$ cat src/sv/msrp_pkg.sv
// ----------------------------------------------------------------------------
// msrp_pkg
// Shared types and constants for the motor speed ramp and pwm duty block.
// ----------------------------------------------------------------------------
package msrp_pkg;

  // register indexes on the configuration channel
  localparam logic [1:0] RegInvert    = 2'd0;
  localparam logic [1:0] RegFullScale = 2'd1;
  localparam logic [1:0] RegStep      = 2'd2;
  localparam logic [1:0] RegFaultEn   = 2'd3;

  // item opcodes
  localparam logic OpSetTarget = 1'b0;
  localparam logic OpTick      = 1'b1;

  // full scale speed
  localparam logic signed [14:0] SpeedMax = 15'sd10000;

  // reset values of the configuration registers
  localparam logic [19:0] FullScaleReset = 20'd1000000;
  localparam logic [13:0] StepReset      = 14'd100;

  // divide by 10000 = shift right by 4, then multiply by 2^40/625 rounded up
  localparam int unsigned  DivShift   = 4;
  localparam logic [30:0]  RecipMagic = 31'd1759218605;
  localparam int unsigned  RecipShift = 40;

  typedef struct packed {
    logic               opcode;
    logic signed [15:0] target_speed;
    logic               fault_active;
  } in_t;

  typedef struct packed {
    logic signed [14:0] current_speed;
    logic [19:0]        duty_count;
    logic               dir_a;
    logic               dir_b;
    logic               enable_out;
  } out_t;

  typedef struct packed {
    logic        invert;
    logic [19:0] full_scale;
    logic [13:0] step;
    logic        fault_en;
  } cfg_t;

  // result of the ramp stage
  typedef struct packed {
    logic signed [14:0] speed;
    logic [13:0]        mag;
    logic               upd;
    logic               dir_a;
    logic               enable;
  } lvl_t;

  // result of the duty stages
  typedef struct packed {
    logic signed [14:0] speed;
    logic [19:0]        quo;
    logic               upd;
    logic               dir_a;
    logic               enable;
  } duty_res_t;

endpackage

$ cat src/sv/msrp_ramp.sv
// ----------------------------------------------------------------------------
// msrp_ramp
// Target and speed state, one ramp step per tick, fault latch.
// ----------------------------------------------------------------------------
module msrp_ramp (
  input  logic            clk_i,
  input  logic            rst_ni,
  input  logic            in_valid_i,
  output logic            in_ready_o,
  input  msrp_pkg::in_t   in_data_i,
  input  msrp_pkg::cfg_t  cfg_i,
  output logic            out_valid_o,
  input  logic            out_ready_i,
  output msrp_pkg::lvl_t  out_data_o
);

  logic signed [14:0] tgt_q, tgt_d;
  logic signed [14:0] cur_q, cur_d;
  logic               rev_q, rev_d;
  logic               en_q, en_d;
  logic               upd;
  logic               fire;

  logic signed [16:0] cur_x, tgt_x, step_x, next_x, gap_x;
  logic [16:0]        mag_next, mag_tgt, mag_gap;
  logic               snap;
  logic [14:0]        mag_cur;

  logic               valid_q;
  msrp_pkg::lvl_t     data_q;

  assign in_ready_o = !valid_q || out_ready_i;
  assign fire       = in_valid_i && in_ready_o;

  assign cur_x    = 17'(cur_q);
  assign tgt_x    = 17'(tgt_q);
  assign step_x   = {3'b000, cfg_i.step};
  assign next_x   = (tgt_q > cur_q) ? (cur_x + step_x) : (cur_x - step_x);
  assign gap_x    = tgt_x - next_x;
  assign mag_next = next_x[16] ? 17'(-next_x) : 17'(next_x);
  assign mag_tgt  = tgt_x[16] ? 17'(-tgt_x) : 17'(tgt_x);
  assign mag_gap  = gap_x[16] ? 17'(-gap_x) : 17'(gap_x);
  // overshoot in magnitude or less than one step left: land on target
  assign snap     = (mag_next > mag_tgt) || (mag_gap < 17'(cfg_i.step));

  always_comb begin
    tgt_d = tgt_q;
    cur_d = cur_q;
    rev_d = rev_q;
    en_d  = en_q;
    upd   = 1'b0;
    if (in_data_i.opcode == msrp_pkg::OpSetTarget) begin
      if (in_data_i.target_speed > 16'(msrp_pkg::SpeedMax)) begin
        tgt_d = msrp_pkg::SpeedMax;
      end else if (in_data_i.target_speed < -16'(msrp_pkg::SpeedMax)) begin
        tgt_d = -msrp_pkg::SpeedMax;
      end else begin
        tgt_d = in_data_i.target_speed[14:0];
      end
    end else if (cfg_i.fault_en && in_data_i.fault_active) begin
      tgt_d = '0;
      en_d  = 1'b0;
    end else if (tgt_q != cur_q) begin
      cur_d = snap ? tgt_q : next_x[14:0];
      rev_d = cur_d[14];
      upd   = 1'b1;
    end
  end

  assign mag_cur = cur_d[14] ? 15'(-cur_d) : 15'(cur_d);

  always_ff @(posedge clk_i or negedge rst_ni) begin
    if (!rst_ni) begin
      tgt_q   <= '0;
      cur_q   <= '0;
      rev_q   <= 1'b0;
      en_q    <= 1'b1;
      valid_q <= 1'b0;
    end else begin
      if (fire) begin
        tgt_q <= tgt_d;
        cur_q <= cur_d;
        rev_q <= rev_d;
        en_q  <= en_d;
      end
      if (in_ready_o) begin
        valid_q <= in_valid_i;
      end
    end
  end

  always_ff @(posedge clk_i) begin
    if (fire) begin
      data_q.speed  <= cur_d;
      data_q.mag    <= mag_cur[13:0];
      data_q.upd    <= upd;
      data_q.dir_a  <= rev_d ^ cfg_i.invert;
      data_q.enable <= en_d;
    end
  end

  assign out_valid_o = valid_q;
  assign out_data_o  = data_q;

endmodule

$ cat src/sv/msrp_duty.sv
// ----------------------------------------------------------------------------
// msrp_duty
// Duty scaling: |speed| * full_scale, then divide by 10000 by reciprocal.
// ----------------------------------------------------------------------------
module msrp_duty (
  input  logic                 clk_i,
  input  logic                 rst_ni,
  input  logic                 in_valid_i,
  output logic                 in_ready_o,
  input  msrp_pkg::lvl_t       in_data_i,
  input  logic [19:0]          full_scale_i,
  output logic                 out_valid_o,
  input  logic                 out_ready_i,
  output msrp_pkg::duty_res_t  out_data_o
);

  // product stage
  logic               s2_valid_q;
  logic               s2_ready;
  logic [33:0]        s2_prod_q;
  msrp_pkg::lvl_t     s2_lvl_q;

  // quotient stage
  logic               s3_valid_q;
  msrp_pkg::duty_res_t s3_q;

  logic [29:0]        div_in;
  logic [60:0]        recip_prod;

  assign s2_ready   = !s3_valid_q || out_ready_i;
  assign in_ready_o = !s2_valid_q || s2_ready;

  assign div_in     = s2_prod_q[33:msrp_pkg::DivShift];
  assign recip_prod = 61'(div_in) * 61'(msrp_pkg::RecipMagic);

  always_ff @(posedge clk_i or negedge rst_ni) begin
    if (!rst_ni) begin
      s2_valid_q <= 1'b0;
      s3_valid_q <= 1'b0;
    end else begin
      if (in_ready_o) begin
        s2_valid_q <= in_valid_i;
      end
      if (s2_ready) begin
        s3_valid_q <= s2_valid_q;
      end
    end
  end

  always_ff @(posedge clk_i) begin
    if (in_valid_i && in_ready_o) begin
      s2_prod_q <= 34'(in_data_i.mag) * 34'(full_scale_i);
      s2_lvl_q  <= in_data_i;
    end
    if (s2_valid_q && s2_ready) begin
      s3_q.speed  <= s2_lvl_q.speed;
      s3_q.quo    <= recip_prod[msrp_pkg::RecipShift +: 20];
      s3_q.upd    <= s2_lvl_q.upd;
      s3_q.dir_a  <= s2_lvl_q.dir_a;
      s3_q.enable <= s2_lvl_q.enable;
    end
  end

  assign out_valid_o = s3_valid_q;
  assign out_data_o  = s3_q;

endmodule

$ cat src/sv/motor_speed_ramp_pwm.sv
// ----------------------------------------------------------------------------
// motor_speed_ramp_pwm
// Slew-rate limited motor speed with pwm duty and direction outputs.
// ----------------------------------------------------------------------------
// Input channel (in_valid_i/in_ready_o/in_data_i) takes set-target commands
// and loop ticks; each item gives exactly one result on the output channel
// (out_valid_o/out_ready_i/out_data_o) in the order taken.
// Configuration writes come on cfg_valid_i with cfg_index_i/cfg_data_i and
// are always taken (cfg_ready_o high); write them only while no item is
// in flight.
// A result passes through the input register, ramp stage, product stage,
// reciprocal stage and output register.
// Throughput: one item per cycle while out_ready_i stays high; the ramp
// state updates in a single stage, so back-to-back ticks see each other's
// speed, and the duty multipliers are pipelined behind it.
// Reset puts speed and target at zero, duty at zero, direction forward and
// the driver enabled, and loads the register defaults.
// When the receiver stalls the pipeline fills; in_ready_o drops only once
// all five stages hold items.
// ----------------------------------------------------------------------------
module motor_speed_ramp_pwm (
  input  logic            clk_i,
  input  logic            rst_ni,
  input  logic            in_valid_i,
  output logic            in_ready_o,
  input  msrp_pkg::in_t   in_data_i,
  output logic            out_valid_o,
  input  logic            out_ready_i,
  output msrp_pkg::out_t  out_data_o,
  input  logic            cfg_valid_i,
  output logic            cfg_ready_o,
  input  logic [1:0]      cfg_index_i,
  input  logic [19:0]     cfg_data_i
);

  msrp_pkg::cfg_t       cfg_q;

  logic                 s0_valid_q;
  msrp_pkg::in_t        s0_q;
  logic                 ramp_ready;

  logic                 lvl_valid;
  logic                 duty_ready;
  msrp_pkg::lvl_t       lvl;

  logic                 res_valid;
  logic                 res_ready;
  msrp_pkg::duty_res_t  res;

  logic                 out_valid_q;
  msrp_pkg::out_t       out_q;
  logic [19:0]          duty_q;
  logic [19:0]          duty_d;

  assign cfg_ready_o = 1'b1;

  always_ff @(posedge clk_i or negedge rst_ni) begin
    if (!rst_ni) begin
      cfg_q.invert     <= 1'b0;
      cfg_q.full_scale <= msrp_pkg::FullScaleReset;
      cfg_q.step       <= msrp_pkg::StepReset;
      cfg_q.fault_en   <= 1'b0;
    end else if (cfg_valid_i) begin
      case (cfg_index_i)
        msrp_pkg::RegInvert:    cfg_q.invert     <= cfg_data_i[0];
        msrp_pkg::RegFullScale: cfg_q.full_scale <= cfg_data_i;
        msrp_pkg::RegStep:      cfg_q.step       <= cfg_data_i[13:0];
        msrp_pkg::RegFaultEn:   cfg_q.fault_en   <= cfg_data_i[0];
        default: begin
        end
      endcase
    end
  end

  // input register
  assign in_ready_o = !s0_valid_q || ramp_ready;

  always_ff @(posedge clk_i or negedge rst_ni) begin
    if (!rst_ni) begin
      s0_valid_q <= 1'b0;
    end else if (in_ready_o) begin
      s0_valid_q <= in_valid_i;
    end
  end

  always_ff @(posedge clk_i) begin
    if (in_valid_i && in_ready_o) begin
      s0_q <= in_data_i;
    end
  end

  msrp_ramp u_ramp (
    .clk_i       (clk_i),
    .rst_ni      (rst_ni),
    .in_valid_i  (s0_valid_q),
    .in_ready_o  (ramp_ready),
    .in_data_i   (s0_q),
    .cfg_i       (cfg_q),
    .out_valid_o (lvl_valid),
    .out_ready_i (duty_ready),
    .out_data_o  (lvl)
  );

  msrp_duty u_duty (
    .clk_i        (clk_i),
    .rst_ni       (rst_ni),
    .in_valid_i   (lvl_valid),
    .in_ready_o   (duty_ready),
    .in_data_i    (lvl),
    .full_scale_i (cfg_q.full_scale),
    .out_valid_o  (res_valid),
    .out_ready_i  (res_ready),
    .out_data_o   (res)
  );

  // output register; duty holds its last value unless the speed moved
  assign res_ready = !out_valid_q || out_ready_i;
  assign duty_d    = res.upd ? res.quo : duty_q;

  always_ff @(posedge clk_i or negedge rst_ni) begin
    if (!rst_ni) begin
      out_valid_q <= 1'b0;
      duty_q      <= '0;
    end else begin
      if (res_ready) begin
        out_valid_q <= res_valid;
      end
      if (res_valid && res_ready) begin
        duty_q <= duty_d;
      end
    end
  end

  always_ff @(posedge clk_i) begin
    if (res_valid && res_ready) begin
      out_q.current_speed <= res.speed;
      out_q.duty_count    <= duty_d;
      out_q.dir_a         <= res.dir_a;
      out_q.dir_b         <= ~res.dir_a;
      out_q.enable_out    <= res.enable;
    end
  end

  assign out_valid_o = out_valid_q;
  assign out_data_o  = out_q;

endmodule
$ cat config.mk
export PLATFORM = sky130hd
export DESIGN_NAME = motor_speed_ramp_pwm
export DESIGN_NICKNAME = d
export VERILOG_FILES = /design/src/sv/msrp_pkg.sv /design/src/sv/msrp_ramp.sv /design/src/sv/msrp_duty.sv /design/src/sv/motor_speed_ramp_pwm.sv
export SDC_FILE = /design/constraint.sdc
export NUM_CORES = 2
export LEC_CHECK = 0
export BUFFER_PORTS_ARGS = -buffer_cell sky130_fd_sc_hd__buf_2
export CORE_ASPECT_RATIO = 0.8
export CORE_UTILIZATION = 60
export CTS_CLUSTER_SIZE = 16
export DETAILED_ROUTE_END_ITERATION = 8
export GPL_TIMING_DRIVEN = 1
export PLACE_DENSITY = 0.77
export SYNTH_ARGS = -nofsm -noshare
export SYNTH_HDL_FRONTEND = slang
export SYNTH_SLANG_ARGS = --single-unit
export TNS_END_PERCENT = 20
$ cat constraint.sdc
create_clock -name clk_i -period 32.9 [get_ports clk_i]
set_input_delay 4.935 -clock clk_i [delete_from_list [all_inputs] [get_ports clk_i]]
set_output_delay 4.935 -clock clk_i [all_outputs]
set_load 0.01 [all_outputs]
==> out/metrics.cfg <==
[floorplanning]
die-area_sq_um=63800
start_util_pct=61.1
die_h_microns=226
boundaryPins=86
core_sq_um=61600
die_w_microns=282
num_rows=81

[routing]
ant_nets=0
dr.pass1.iters=5
vias=24800
routed_wl_microns=91300
routed_via_density=5.62
initialDrtViolationCount=1912
drc_errors=0
wl_per_cell_microns=20.7

[hold_path]
hold_path.class=reg2reg
hold_path_depth=0

[cells_and_area]
diodes=0
final_util_pct=64.3
final_cell_mix=inv_1, fa_1, ha_1
syn_to_final_growth_pct=5.28
final_common_cell=inv_1
drive_gt1_share_pct=7.93
postLayoutCellArea_sq_um=39600
finalNetCount=4731

[place]
port_buffers=84
gp_congestion=1.02
placed_area_sq_um=38800
hpwl_microns=75600

[worst_setup_path]
slowest_delay_ns=0.68
cp.arrival_ns=12.07
required_ns=33.16
path_max_fanout=19
worstSetupEndpointType=flop
cp_common_cell=o21ai_0
critPathLaunchType=flop
r2r_cells=52
path_class=reg2reg
worst_path_max_delay_cell=o21a_1

[timing]
period_minus_slack_ns=11.81
fmax_mhz=84.7
grt_setup_unrepaired=no
hold_viol=0
skew_ns=0.0593
slew_headroom_pct=21.1
setup_viol=0
worst_slew_pin_slew_ns=1.18
slew_violations=0
setup_tns_ns=0
finalCritPeriodShare_pct=35.9

[grt]
grt_usage_pct=30.2
grt_antenna_before_repair=0
grt_pass1_wl_microns=145000
grt_max_degree=64
grt_pass1_vias=26200
gr-total-overflow=0

[outcome]
outcome=finished, final reports clean

[logic_synthesis]
synth_top_cells_by_area=fa_1, ha_1, edfxtp_1, inv_1, dfrtp_1
synth_edf_count=173
syn_area_sq_um=37700
synth_area_leader_cell=fa_1
synth_area_per_cell_sq_um=10.7
synth_ff_type=edfxtp_1
yosysSeqAreaShare_pct=20.0
async_flop_share_pct=35.0
synthDominantCellAreaShare_pct=33.1
synth.distinct_cells=103
netlist_instances=3516
synth_seq_cells=266
yosys_warnings=0

[cts]
cts_sinks=266
cts_root_buffer=clkbuf_16
cts_tree=yes
cts_max_level=1
clk_latency_ns=0.60
post-cts-setup-buffers=0
clockBufferDepth=3
cts.clk_slew.worst_paths_ns=0.07
postCtsHoldBufs=0
cts_resized=0
cts_buffers=27

[run]
drv_cap=0

[final timing paths]
kind / start / to / slack [ns]
setup / recovery: u_ramp.tgt_q[1] / u_ramp.out_data_o[11] / 21.09
hold / removal: u_duty.s2_lvl_q[28] / u_duty.out_data_o[34] / 0.42
setup reg to reg: u_ramp.tgt_q[1] / u_ramp.out_data_o[11] / 21.09
hold reg to reg: u_duty.s2_lvl_q[28] / u_duty.out_data_o[34] / 0.42
max in group asynchronous: rst_ni / duty_q[17] / 27.34
min in group asynchronous: rst_ni / cfg_q[15] / 4.25
[sequential cells by signal (all words and copies together), names as in the netlist, 18 cells and up]
signal	flops
duty_q	20
u_duty.s2_prod_q	30
u_ramp.out_data_o	31
cfg_q	36
u_duty.s2_lvl_q	18
out_data_o	38
u_duty.out_data_o	38
s0_q	18
[cell families (layout without fill, tap and decap cells)]
family,Yosys count,after routing,share of synthesized area [%]
adder cells (fa/ha/maj),1125,1125,49.8
AO/OA/AOI/OAI,334,334,6.28
other,2,4,0.0199
buffers and inverters,894,959,9.31
multiplexers,83,83,2.47
XOR/XNOR,125,125,2.97
flip-flops,266,266,20.0
AND/OR/NAND/NOR,687,687,9.16
[cells in the mapped netlist (31+ instances only)]
| cell type | number |
|---|---|
| clkbuf_1 | 66 |
| mux2_2 | 77 |
| edfxtp_1 | 173 |
| o21ai_0 | 69 |
| xor2_1 | 37 |
| nor2_1 | 109 |
| fa_1 | 623 |
| ha_1 | 501 |
| and2_1 | 129 |
| nand3_1 | 31 |
| nor3_1 | 41 |
| a21o_1 | 45 |
| inv_1 | 809 |
| a21oi_1 | 63 |
| dfrtp_1 | 82 |
| xnor2_1 | 86 |
| o21a_1 | 31 |
| nand2_1 | 242 |
[metrics by stage]
stage          setup WS [ns]  std cells  hold slack (ns)
5_1_grt                20.12       4413            0.419
2_1_floorplan          22.51       3518            0.400
3_5_place_dp           21.14       4362            0.405
3_3_place_gp           21.33       4362            0.401
6_report               21.09       4413            0.415
4_1_cts                21.05       4412            0.416
[metal layers]
layer,track usage [%],part of all wire (%),vias to the layer above
li1,-,-,11300
met1,43.8,44,12400
met2,45.2,44,999
met3,8.60,10,118
met4,5.98,2.0,0
met5,0,0,-
[layout make-up]
class | count | area (sq um)
Timing Repair Buffer | 99 | 533
Clock buffer | 36 | 719
Sequential cell | 266 | 7540
Fill cell | 4920 | 22000
Clock inverter | 14 | 148
Tap cell | 830 | 1040
Inverter | 810 | 3040
Multi-Input combinational cell | 2358 | 26600
[critical path: cells and delay by family, from the launching register on]
family / cells / cell delay (ns)
AND/OR/NAND/NOR: 13 / 2.24
adder cells (fa/ha/maj): 5 / 1.50
XOR/XNOR: 2 / 0.40
flip-flops: 1 / 0.53
buffers and inverters: 2 / 0.23
AO/OA/AOI/OAI: 30 / 6.55
Power is left out: the tool's default activity adds up to more than one toggle a clock period on the data nets, which glitch-free logic cannot reach.
